**src/rtl/ppwc_pkg.sv**
```systemverilog
// ppwc_pkg: shared types, widths and codes of the pulse period/width capture block
// no dependencies; used by the channel interfaces, the capture core and the top level
package ppwc_pkg;

    // counter and prescaler widths
    localparam int COUNT_BITS    = 32;
    localparam int PRESCALE_BITS = 16;

    // fixed field widths
    localparam int FUNC_BITS     = 3;
    localparam int FLAG_BITS     = 3;
    localparam int VALUE_BITS    = 32;
    localparam int APB_DATA_BITS = 32;
    localparam int APB_ADDR_BITS = 4;

    typedef logic [COUNT_BITS-1:0]    count_t;
    typedef logic [PRESCALE_BITS-1:0] presc_t;
    typedef logic [FLAG_BITS-1:0]     flags_t;
    typedef logic [VALUE_BITS-1:0]    value_t;
    typedef logic [APB_DATA_BITS-1:0] apb_data_t;
    typedef logic [APB_ADDR_BITS-1:0] apb_addr_t;

    localparam count_t COUNT_MAX = '1;

    // flag and enable bit positions
    localparam int FLAG_PERIOD = 0;
    localparam int FLAG_WIDTH  = 1;
    localparam int FLAG_OVF    = 2;

    // command codes
    typedef enum logic [FUNC_BITS-1:0] {
        FUNC_TICK      = 3'd0,
        FUNC_START     = 3'd1,
        FUNC_STOP      = 3'd2,
        FUNC_WRITE_EN  = 3'd3,
        FUNC_CLR_FLAGS = 3'd4
    } func_t;

    // register index (byte address bits 3:2)
    typedef enum logic [1:0] {
        REG_PRESCALE_DIV = 2'd0,
        REG_PERIOD_LIMIT = 2'd1,
        REG_ACTIVE_LOW   = 2'd2,
        REG_INPUT_SELECT = 2'd3
    } reg_idx_t;

    typedef struct packed {
        presc_t prescale_div;
        count_t period_limit;
        logic   active_low;
        logic   input_select;
    } cfg_t;

    typedef struct packed {
        logic [FUNC_BITS-1:0] func;
        logic                 pin_a;
        logic                 pin_b;
        logic [FLAG_BITS-1:0] enable_bits;
    } in_item_t;

    typedef struct packed {
        value_t period_value;
        value_t width_value;
        logic   period_flag;
        logic   width_flag;
        logic   overflow_flag;
        logic   period_event;
        logic   width_event;
        logic   overflow_event;
        logic   irq;
    } out_item_t;

endpackage

```
**src/rtl/ppwc_if.sv**
```systemverilog
// ppwc_if: valid/ready channel interfaces for input words and result words
// depends on ppwc_pkg for the payload structs
interface ppwc_in_if;
    logic               valid;
    logic               ready;
    ppwc_pkg::in_item_t data;

    modport source (output valid, output data, input ready);
    modport sink   (input valid, input data, output ready);
endinterface

interface ppwc_out_if;
    logic                valid;
    logic                ready;
    ppwc_pkg::out_item_t data;

    modport source (output valid, output data, input ready);
    modport sink   (input valid, input data, output ready);
endinterface

```
**src/rtl/pulse_period_width_capture.sv**
```systemverilog
// pulse_period_width_capture: input capture timer measuring pulse period and active width
// output: a result word is registered and valid in the cycle after its input word is accepted
// throughput: one word per cycle; the result register frees itself when taken,
// so the input stays ready as long as the result is drained each cycle
// reset: rst_n asynchronous, clears configuration, counters, captures, flags and enables
module pulse_period_width_capture (
    input  logic                clk,
    input  logic                rst_n,
    ppwc_in_if.sink             in_ch,
    ppwc_out_if.source          out_ch,
    input  logic                psel,
    input  logic                penable,
    input  logic                pwrite,
    input  ppwc_pkg::apb_addr_t paddr,
    input  ppwc_pkg::apb_data_t pwdata,
    output ppwc_pkg::apb_data_t prdata,
    output logic                pready
);

    // configuration registers, written through the apb port
    ppwc_pkg::presc_t prescale_div_reg;
    ppwc_pkg::count_t period_limit_reg;
    logic             active_low_reg;
    logic             input_select_reg;
    ppwc_pkg::cfg_t   cfg;

    // result register: parts the input side from the output side
    logic                out_valid_reg;
    ppwc_pkg::out_item_t out_data_reg;

    ppwc_pkg::out_item_t result;
    ppwc_pkg::reg_idx_t  reg_idx;
    logic                in_accept;
    logic                cfg_write;

    assign pready    = 1'b1;
    assign reg_idx   = ppwc_pkg::reg_idx_t'(paddr[3:2]);
    assign cfg_write = psel && penable && pwrite;

    // register file: word address in paddr[3:2], byte bits ignored
    always_ff @(posedge clk or negedge rst_n)
    begin
        if (!rst_n)
        begin
            prescale_div_reg <= '0;
            period_limit_reg <= '0;
            active_low_reg   <= 1'b0;
            input_select_reg <= 1'b0;
        end
        else if (cfg_write)
        begin
            unique case (reg_idx)
                ppwc_pkg::REG_PRESCALE_DIV: prescale_div_reg <= ppwc_pkg::presc_t'(pwdata);
                ppwc_pkg::REG_PERIOD_LIMIT: period_limit_reg <= ppwc_pkg::count_t'(pwdata);
                ppwc_pkg::REG_ACTIVE_LOW:   active_low_reg   <= pwdata[0];
                ppwc_pkg::REG_INPUT_SELECT: input_select_reg <= pwdata[0];
                default:
                begin
                end
            endcase
        end
    end

    // read back, zero extended
    always_comb
    begin
        unique case (reg_idx)
            ppwc_pkg::REG_PRESCALE_DIV: prdata = ppwc_pkg::apb_data_t'(prescale_div_reg);
            ppwc_pkg::REG_PERIOD_LIMIT: prdata = ppwc_pkg::apb_data_t'(period_limit_reg);
            ppwc_pkg::REG_ACTIVE_LOW:   prdata = ppwc_pkg::apb_data_t'(active_low_reg);
            ppwc_pkg::REG_INPUT_SELECT: prdata = ppwc_pkg::apb_data_t'(input_select_reg);
            default:                    prdata = '0;
        endcase
    end

    assign cfg.prescale_div = prescale_div_reg;
    assign cfg.period_limit = period_limit_reg;
    assign cfg.active_low   = active_low_reg;
    assign cfg.input_select = input_select_reg;

    // take a new word when the result register is empty or being drained
    assign in_ch.ready = !out_valid_reg || out_ch.ready;
    assign in_accept   = in_ch.valid && in_ch.ready;

    // state update and result for the word at the input, committed on accept
    ppwc_core u_core (
        .clk    (clk),
        .rst_n  (rst_n),
        .cfg    (cfg),
        .accept (in_accept),
        .item   (in_ch.data),
        .result (result)
    );

    always_ff @(posedge clk or negedge rst_n)
    begin
        if (!rst_n)
        begin
            out_valid_reg <= 1'b0;
        end
        else if (in_accept)
        begin
            out_valid_reg <= 1'b1;
        end
        else if (out_ch.ready)
        begin
            out_valid_reg <= 1'b0;
        end
    end

    // payload needs no reset
    always_ff @(posedge clk)
    begin
        if (in_accept)
        begin
            out_data_reg <= result;
        end
    end

    assign out_ch.valid = out_valid_reg;
    assign out_ch.data  = out_data_reg;

    // an accepted word always shows up as a result on the next cycle
    assert property (@(posedge clk) disable iff (!rst_n)
        in_accept |=> out_valid_reg)
    else $error("accepted word produced no result");

    // a held result must never be overwritten
    assert property (@(posedge clk) disable iff (!rst_n)
        (out_valid_reg && !out_ch.ready) |-> !in_ch.ready)
    else $error("input ready while result is stalled");

    // an event only fires from a pending flag, and irq tracks the events
    assert property (@(posedge clk) disable iff (!rst_n)
        out_valid_reg |-> ((!out_data_reg.period_event || out_data_reg.period_flag)
            && (!out_data_reg.width_event || out_data_reg.width_flag)
            && (!out_data_reg.overflow_event || out_data_reg.overflow_flag)))
    else $error("event without its pending flag");

    assert property (@(posedge clk) disable iff (!rst_n)
        out_valid_reg |-> (out_data_reg.irq == (out_data_reg.period_event
            || out_data_reg.width_event || out_data_reg.overflow_event)))
    else $error("irq does not match the fired events");

endmodule

```
**src/rtl/ppwc_core.sv**
```systemverilog
// ppwc_core: capture state registers and the single-pass update for one input word
// depends on ppwc_pkg
module ppwc_core (
    input  logic                clk,
    input  logic                rst_n,
    input  ppwc_pkg::cfg_t      cfg,
    input  logic                accept,
    input  ppwc_pkg::in_item_t  item,
    output ppwc_pkg::out_item_t result
);

    ppwc_pkg::presc_t prescale_count_reg, prescale_count_next;
    ppwc_pkg::count_t main_count_reg, main_count_next;
    logic             last_level_reg, last_level_next;
    ppwc_pkg::count_t period_store_reg, period_store_next;
    ppwc_pkg::count_t width_store_reg, width_store_next;
    ppwc_pkg::flags_t pending_flags_reg, pending_flags_next;
    ppwc_pkg::flags_t notify_enables_reg, notify_enables_next;
    logic             running_reg, running_next;

    ppwc_pkg::flags_t flags_mid;
    ppwc_pkg::flags_t events;
    ppwc_pkg::count_t limit;
    logic             level;
    logic             rise;
    logic             fall;
    logic             act_edge;
    logic             idle_edge;

    assign level     = cfg.input_select ? item.pin_b : item.pin_a;
    assign rise      = !last_level_reg && level;
    assign fall      = last_level_reg && !level;
    assign act_edge  = cfg.active_low ? fall : rise;
    assign idle_edge = cfg.active_low ? rise : fall;
    assign limit     = (cfg.period_limit == '0) ? ppwc_pkg::COUNT_MAX : cfg.period_limit;

    always_comb
    begin
        prescale_count_next = prescale_count_reg;
        main_count_next     = main_count_reg;
        last_level_next     = last_level_reg;
        period_store_next   = period_store_reg;
        width_store_next    = width_store_reg;
        flags_mid           = pending_flags_reg;
        notify_enables_next = notify_enables_reg;
        running_next        = running_reg;

        unique case (item.func)
            ppwc_pkg::FUNC_TICK:
            begin
                last_level_next = level;
                if (running_reg)
                begin
                    if (act_edge)
                    begin
                        period_store_next               = main_count_reg;
                        flags_mid[ppwc_pkg::FLAG_PERIOD] = 1'b1;
                        main_count_next                 = '0;
                        prescale_count_next             = '0;
                    end
                    else
                    begin
                        if (idle_edge)
                        begin
                            width_store_next                = main_count_reg;
                            flags_mid[ppwc_pkg::FLAG_WIDTH] = 1'b1;
                        end
                        if (prescale_count_reg >= cfg.prescale_div)
                        begin
                            prescale_count_next = '0;
                            if (main_count_reg >= limit)
                            begin
                                main_count_next               = '0;
                                flags_mid[ppwc_pkg::FLAG_OVF] = 1'b1;
                            end
                            else
                            begin
                                main_count_next = main_count_reg + 1'b1;
                            end
                        end
                        else
                        begin
                            prescale_count_next = prescale_count_reg + 1'b1;
                        end
                    end
                end
            end
            ppwc_pkg::FUNC_START:
            begin
                main_count_next     = '0;
                prescale_count_next = '0;
                flags_mid           = '0;
                running_next        = 1'b1;
            end
            ppwc_pkg::FUNC_STOP:
            begin
                running_next        = 1'b0;
                notify_enables_next = '0;
            end
            ppwc_pkg::FUNC_WRITE_EN:
            begin
                if (notify_enables_reg == '0)
                begin
                    flags_mid           = '0;
                    notify_enables_next = item.enable_bits;
                end
            end
            ppwc_pkg::FUNC_CLR_FLAGS:
            begin
                flags_mid = '0;
            end
            default:
            begin
            end
        endcase

        // enabled flags fire and are consumed
        events             = flags_mid & notify_enables_next;
        pending_flags_next = flags_mid & ~events;
    end

    always_comb
    begin
        result.period_value   = ppwc_pkg::value_t'(period_store_next);
        result.width_value    = ppwc_pkg::value_t'(width_store_next);
        result.period_flag    = flags_mid[ppwc_pkg::FLAG_PERIOD];
        result.width_flag     = flags_mid[ppwc_pkg::FLAG_WIDTH];
        result.overflow_flag  = flags_mid[ppwc_pkg::FLAG_OVF];
        result.period_event   = events[ppwc_pkg::FLAG_PERIOD];
        result.width_event    = events[ppwc_pkg::FLAG_WIDTH];
        result.overflow_event = events[ppwc_pkg::FLAG_OVF];
        result.irq            = |events;
    end

    always_ff @(posedge clk or negedge rst_n)
    begin
        if (!rst_n)
        begin
            prescale_count_reg <= '0;
            main_count_reg     <= '0;
            last_level_reg     <= 1'b0;
            period_store_reg   <= '0;
            width_store_reg    <= '0;
            pending_flags_reg  <= '0;
            notify_enables_reg <= '0;
            running_reg        <= 1'b0;
        end
        else if (accept)
        begin
            prescale_count_reg <= prescale_count_next;
            main_count_reg     <= main_count_next;
            last_level_reg     <= last_level_next;
            period_store_reg   <= period_store_next;
            width_store_reg    <= width_store_next;
            pending_flags_reg  <= pending_flags_next;
            notify_enables_reg <= notify_enables_next;
            running_reg        <= running_next;
        end
    end

endmodule
```
**src/flat_wrapper.sv**
```systemverilog
// flat-port wrapper written by rule: the top's interface ports become plain ports
module pulse_period_width_capture_flat 
  (clk, rst_n, psel, penable, pwrite, paddr, pwdata, prdata, pready, in_ch_valid, in_ch_data, in_ch_ready, out_ch_valid, out_ch_data, out_ch_ready);
  ppwc_in_if in_ch_i ();
  ppwc_out_if out_ch_i ();
  input  logic clk;
  input  logic rst_n;
  input  logic psel;
  input  logic penable;
  input  logic pwrite;
  input  ppwc_pkg::apb_addr_t paddr;
  input  ppwc_pkg::apb_data_t pwdata;
  output ppwc_pkg::apb_data_t prdata;
  output logic pready;
  input wire logic [$bits(in_ch_i.valid)-1:0] in_ch_valid;
  input wire logic [$bits(in_ch_i.data)-1:0] in_ch_data;
  output wire logic [$bits(in_ch_i.ready)-1:0] in_ch_ready;
  output wire logic [$bits(out_ch_i.valid)-1:0] out_ch_valid;
  output wire logic [$bits(out_ch_i.data)-1:0] out_ch_data;
  input wire logic [$bits(out_ch_i.ready)-1:0] out_ch_ready;
  assign in_ch_i.valid = in_ch_valid;
  assign in_ch_i.data = in_ch_data;
  assign in_ch_ready = in_ch_i.ready;
  assign out_ch_valid = out_ch_i.valid;
  assign out_ch_data = out_ch_i.data;
  assign out_ch_i.ready = out_ch_ready;
  pulse_period_width_capture u_core (.clk(clk), .rst_n(rst_n), .in_ch(in_ch_i), .out_ch(out_ch_i), .psel(psel), .penable(penable), .pwrite(pwrite), .paddr(paddr), .pwdata(pwdata), .prdata(prdata), .pready(pready));
endmodule
```
**config.mk**
```make
export PLATFORM = sky130hd
export DESIGN_NAME = pulse_period_width_capture_flat
export DESIGN_NICKNAME = d
export VERILOG_FILES = /design/src/rtl/ppwc_pkg.sv /design/src/rtl/ppwc_if.sv /design/src/rtl/pulse_period_width_capture.sv /design/src/rtl/ppwc_core.sv /design/src/flat_wrapper.sv
export SDC_FILE = /design/constraint.sdc
export NUM_CORES = 1
export LEC_CHECK = 0
export ABC_AREA = 1
export BUFFER_PORTS_ARGS = -buffer_cell sky130_fd_sc_hd__buf_2
export CAP_MARGIN = 20
export CORE_MARGIN = 1.5
export CORE_UTILIZATION = 59
export CTS_CLUSTER_DIAMETER = 50
export CTS_CLUSTER_SIZE = 10
export DETAILED_ROUTE_END_ITERATION = 8
export GPL_ROUTABILITY_DRIVEN = 0
export PLACE_DENSITY = 0.81
export SLEW_MARGIN = 20
export SYNTH_ARGS = -nofsm -noshare
export SYNTH_HDL_FRONTEND = slang
export SYNTH_SLANG_ARGS = --single-unit
```
**constraint.sdc**
```tcl
create_clock -name clk -period 4 [get_ports clk]
set_input_delay 0 -clock clk [delete_from_list [all_inputs] [get_ports clk]]
set_output_delay 0 -clock clk [all_outputs]
set_load 0.005 [all_outputs]
```
Word level (Yosys, flattened, before mapping) --
Index checks and enable logic that the tools add are counted.
Cells by class: add/subtract/negate cells 2, $lt $le $gt $ge 2, eq/ne operators 9, muxes and demuxes 34, bitwise logic cells 3, reduce and logical (&&, ||, !) cells 26
Operator list (count):
- $mux 32 | 12
- $pmux 32 s4 | 1
- $pmux 32 s2 | 1
- $mux 16 | 3
- $add 32x1->32 const B | 1
- $ge 32x32->1 | 1
- $logic_not 32->1 | 1
- $pmux 16 s2 | 1
- $add 16x1->16 const B | 1
- $ge 16x16->1 | 1
- $reduce_and 2->1 | 6
- $mux 1 | 9
- $mux 3 | 3
- $pmux 3 s3 | 1
- $and 3x3->3 | 2
- $eq 3x2->1 const B | 2
- $logic_not 3->1 | 2
- $pmux 3 s2 | 1
- $reduce_bool 2->1 | 3
- $logic_and 1x1->1 | 5
- $eq 2x2->1 const B | 2
- $reduce_and 4->1 | 1
- $eq 3x1->1 const B | 1
- $eq 3x3->1 const B | 1
- 12 further kinds | 14
Word-level totals: register bits after elaboration 242, input bits 51, logic and storage cells 98

Depth between registers and ports, before layout --
depth in word-level cells 11, depth in mapped cells 20, mapped depth without buffers 19

Cells and area by module --
Synthesis repeated with hierarchy kept, for this count alone.
Second synthesis, totals: cell total of the unflattened synthesis 1567, area, all modules 12637.1 µm²
Modules (own cells, without submodules):
- ppwc_core | times used 1, cells each 1170, area an instance 8021.4 µm², seq. area each 3002.9 µm²
- pulse_period_width_capture | times used 1, cells each 397, area an instance 4615.7 µm², seq. area each 3408.3 µm²

Worst setup path before layout --
OpenSTA, ideal clock, no wires.
kind reg-to-reg, from register u_core.out_valid_reg, in the netlist u_core.out_ch.valid, to register u_core.out_data_reg, in the netlist u_core.out_ch.data[0], enable pin, library setup time 463 ps, data arrival time 2914 ps, required time 3537 ps, path slack 623 ps, cell stages (with the launch flop) 5, buffers on the path 1, clock period less this slack 3377 ps, path through dfrtp_1 nand2_1 nand2_1 inv_2 buf_1
Between the ends: word-level cells in the longest chain between the ends 3
RTL lines:
- start: declaration | RTL line pulse_period_width_capture.sv:28 | logic out_valid_reg;
- start signal: assignment | RTL line pulse_period_width_capture.sv:99 | out_valid_reg <= 1'b0;
- start signal: assignment | RTL line pulse_period_width_capture.sv:103 | out_valid_reg <= 1'b1;
- start signal: assignment | RTL line pulse_period_width_capture.sv:107 | out_valid_reg <= 1'b0;
- $logic_not 1->1 | RTL line pulse_period_width_capture.sv:82 | assign in_ch.ready = !out_valid_reg || out_ch.ready;
- $logic_or 1x1->1 | RTL line pulse_period_width_capture.sv:82
- via in_ch_ready | RTL line flat_wrapper.sv:17 | output wire logic [$bits(in_ch_i.ready)-1:0] in_ch_ready;
- $logic_and 1x1->1 | RTL line pulse_period_width_capture.sv:83 | assign in_accept = in_ch.valid && in_ch.ready;
- via u_core.in_accept | RTL line pulse_period_width_capture.sv:33 | logic in_accept;
- end signal: assignment | RTL line pulse_period_width_capture.sv:116 | out_data_reg <= result;
- end: declaration | RTL line pulse_period_width_capture.sv:29 | ppwc_pkg::out_item_t out_data_reg;
The timed path passes the listed nets, and every way through them passes these cells. A chain may end at the register's enable or synchronous reset.

Worst setup path in the final report --
from register u_core.period_limit_reg[26], to register u_core.u_core.main_count_reg[18]
Between the ends: word-level cells in the longest chain between the ends 8
RTL lines:
- start: declaration | RTL line pulse_period_width_capture.sv:22 | ppwc_pkg::count_t period_limit_reg;
- start signal: assignment | RTL line pulse_period_width_capture.sv:54 | ppwc_pkg::REG_PERIOD_LIMIT: period_limit_reg <= ppwc_pkg::count_t'(pwdata);
- $logic_not 32->1 | RTL line ppwc_core.sv:35 | assign limit = (cfg.period_limit == '0) ? ppwc_pkg::COUNT_MAX : cfg.period_limit;
- $mux 32 (*) | RTL line ppwc_core.sv:35
- $ge 32x32->1 (*) | RTL line ppwc_core.sv:71 | if (main_count_reg >= limit)
- $mux 32 (*) | RTL line ppwc_core.sv:71
- $mux 32 (*) | RTL line ppwc_core.sv:68 | if (prescale_count_reg >= cfg.prescale_div)
- $mux 32 (*) | RTL line ppwc_core.sv:54 | if (act_edge)
- $mux 32 (*) | RTL line ppwc_core.sv:52 | if (running_reg)
- $pmux 32 s2 (*) | RTL line ppwc_core.sv:48 | unique case (item.func)
- end signal: assignment | RTL line ppwc_core.sv:151 | main_count_reg <= main_count_next;
- end: declaration | RTL line ppwc_core.sv:13 | ppwc_pkg::count_t main_count_reg, main_count_next;
Mark *: on every way between the ends. The rest lies on a longest branch, timed or not. The select of a mux whose other input is x is not followed.

==> results.py <==
metrics = {
    "outcome": {
        "status": "finished, final reports clean",
    },
    "global_routing": {
        "antenna_found_initial": 0,
        "grt_pass1_wl_microns": 51200,
        "grt_max_degree": 97,
        "first_global_vias": 10700,
        "grt_usage_pct": 29.0,
        "grt_overflow": 0,
    },
    "finish": {
        "layout-drive-gt1-share_pct": 13.5,
        "antennaDiodeCount": 0,
        "largest_reg_flops": 71,
        "nets": 1835,
        "fin_util_pct": 72.1,
        "syn2layout_area_growth_pct": 18.5,
        "final_cells": 2024,
    },
    "worst_setup_path": {
        "ff2ff_path_depth": 17,
        "cp.depth": 17,
        "crit_buf_inv": 2,
        "worstPathArrival_ns": 3.96,
        "path_max_fanout": 31,
        "critPathMaxStageDelay_ns": 0.40,
        "worstPathRequired_ns": 4.44,
        "crit_path_end_kind": "flip-flop",
        "crit_top_cell": "nor2_1",
        "cpMaxStageDelayCell": "dfrtp_1",
        "path_class": "flip-flop to flip-flop",
        "start_kind": "flip-flop",
        "cp_cell_sequence": "nor4_1, nand4_1, nor2_1, buf_4, nor2_1, ha_1, nand2_1, nor2_1, nand2_1, nor2_1, nor2_1, nand2_1, nand2_1, nand3_1, nand2_4, inv_4, nor2_1",
        "critPathTopFamily": "simple AND/OR/NAND/NOR gates",
    },
    "power": {
        "vdd_drop_max_mv": 0.392,
        "p_leak_nw": 7.49,
        "pwr_density_cell_nw_per_um2": 571,
    },
    "yosys": {
        "syn_avg_cell_area_sq_um": 8.05,
        "synth_top_area_cell": "dfrtp_1",
        "synth_nets": 1648,
        "ys_seq_area_share_pct": 51.5,
        "yosysUniqueCellTypes": 44,
        "ys_top_cells_by_count": "nand2_1 (526), dfrtp_1 (171), nor2_1 (169), inv_1 (152), o21ai_0 (81)",
        "synth_cells": 1547,
        "ys_ff_latch": 242,
        "synth.most_common_cell": "nand2_1",
        "ys.warnings.count": 0,
        "synth_edf_count": 71,
        "synth_top_area_share_pct": 34.3,
        "yosys_most_used_dff": "dfrtp_1",
        "syn-cell-area_sq_um": 12500,
        "synth_area_leaders": "dfrtp_1 (34%), edfxtp_1 (17%), nand2_1 (16%)",
        "async_flop_share_pct": 70.7,
    },
    "sta": {
        "final.min_clock_period_ns": 3.52,
        "final-hold-violation-count": 0,
        "min_period_over_period_pct": 88.0,
        "maxSlewHeadroom_pct": 29.2,
        "fmax_mhz": 284,
        "fin_ws_ns": 0.481,
        "finalMaxSlewViolations": 0,
        "rsz0062_at_grt": "no",
        "worstMarginPinSlew_ns": 1.06,
        "whs_ns": 0.0230,
        "setup_tns_ns": 0,
        "setup_viol": 0,
        "fin_skew_ns": 0.0184,
    },
    "routing": {
        "num_vias": 11200,
        "dr_wl_met3_microns": 2310,
        "firstDrtPassIters": 8,
        "vias_per_cell": 5.51,
        "drt-initial-drc-count": 1006,
        "dr_wl_met2_microns": 14900,
        "drc": 0,
        "routed_wl_microns": 31400,
        "detail-route-antenna-nets": 0,
        "wl_met1_microns": 13400,
        "routedWlPerCell_microns": 15.5,
        "top_layer": "met4",
    },
    "clocking": {
        "htreeDepth": 1,
        "path_clk_slew_ns": 0.06,
        "ctsRootBufferMaster": "clkbuf_16",
        "clkLatencyLatePin_ns": 0.56,
        "clock_path_buffers": 3,
        "clkSinkCount": 242,
        "cts_tree": "yes",
        "cts_buffers": 30,
    },
    "run": {
        "max_cap_viol_count": 0,
    },
    "place": {
        "pre_cts_ws_ns": 0.561,
        "dpl.cell_count": 1923,
        "dpl.hpwl_microns": 20400,
        "port_buffers": 153,
    },
    "worst_hold_path": {
        "min_path_type": "primary input to flip-flop",
        "holdPathStages": 6,
    },
    "floorplanning": {
        "start_util_pct": 60.8,
        "die-area_sq_um": 22000,
        "die_w_microns": 148,
        "core_area_sq_um": 20500,
        "rows": 52,
        "num_io_pins": 157,
        "fp.dieH_microns": 148,
    },
}
==> power breakdown <==
part / total [mW] / internal (mW) / switching, mW
logic: 2.27 / 0.833 / 1.44
registers: 3.72 / 3.19 / 0.529
clock network: 2.44 / 1.42 / 1.01
==> routing by layer <==
| metal | up-vias | track usage (%) |
|---|---|---|
| li1 | 5365 | - |
| met1 | 5200 | 39.3 |
| met2 | 519 | 48.8 |
| met3 | 74 | 4.23 |
| met4 | 0 | 8.91 |
| met5 | - | 0 |
==> cell usage in the layout, fill, tap and decap left out, types with 3 or more instances in the layout <==
cell type        n
inv_2            4
dlygate4sd3_1   49
xor2_1           5
o21ai_0         81
nor2_1         169
nand2_4          3
nor4_1          10
buf_4           11
clkinv_1         4
o22ai_1          7
buf_2          152
dfrtp_1        171
a21oi_1         42
nand4_1         35
edfxtp_1        71
o21a_1           3
nand2_2          7
ha_1            50
clkbuf_1        13
nor2_2          11
nand3_1         54
clkbuf_16       30
o21ai_1         51
nand2_1        522
inv_1          152
nor3_1          12
==> worst register-to-register path: cells and delay by family, from the launching register on <==
| family | cells | cell delay, ns |
|---|---|---|
| buffers and inverters | 2 | 0.53 |
| AND/OR/NAND/NOR | 14 | 2.20 |
| flip-flops | 1 | 0.40 |
| adder cells (fa/ha/maj) | 1 | 0.30 |
==> cell families after synthesis <==
group	count (synthesis)	share of synthesized area, %
adder cells (fa/ha/maj)	50	5.02
AND/OR/NAND/NOR	834	27.7
AO/OA/AOI/OAI	195	8.23
buffers and inverters	218	7.07
other	1	0.0301
XOR/XNOR	7	0.492
flip-flops	242	51.5
==> worst paths after layout <==
kind | startpoint | to | slack, ns
worst max-delay path | u_core.period_limit_reg[26]$_DFFE_PN0P_ | u_core.u_core.main_count_reg[18]$_DFFE_PN0P_ | 0.48
worst min-delay path | in_ch_data[1] | u_core.u_core.notify_enables_reg[1]$_DFFE_PN0P_ | 0.02
worst max register to register | u_core.period_limit_reg[26]$_DFFE_PN0P_ | u_core.u_core.main_count_reg[18]$_DFFE_PN0P_ | 0.48
worst min register to register | u_core.u_core.period_store_reg[16]$_DFFE_PN0P_ | u_core.u_core.period_store_reg[16]$_DFFE_PN0P_ | 0.48
max in group asynchronous | rst_n | u_core.period_limit_reg[2]$_DFFE_PN0P_ | 2.82
min in group asynchronous | rst_n | u_core.u_core.period_store_reg[2]$_DFFE_PN0P_ | 0.09
==> through the flow <==
stage / power [mW] / instance area, sq um
global route: 8.94 / 14800
global placement: 5.76 / 13400
CTS: 8.41 / 14800
finish: 8.43 / 14800
floorplan: 5.13 / 12500
detailed placement: 5.90 / 13400
==> repair_timing <==
action                    in CTS  in global routing
setup buffers                  0                  0
hold endpoints to repair     155                  0
gates resized for setup        0                  0
hold buffers                  49                  0
==> final cells by class <==
cell class | instances | area [sq um]
multi-input cells | 1087 | 5180
inverters | 160 | 606
well taps | 270 | 338
clock buffers | 45 | 827
flip-flops and latches | 242 | 6410
fillers | 1560 | 5720
clock inverters | 7 | 66.3
repair buffers | 213 | 1350
Power figures use the tool's default switching activity.
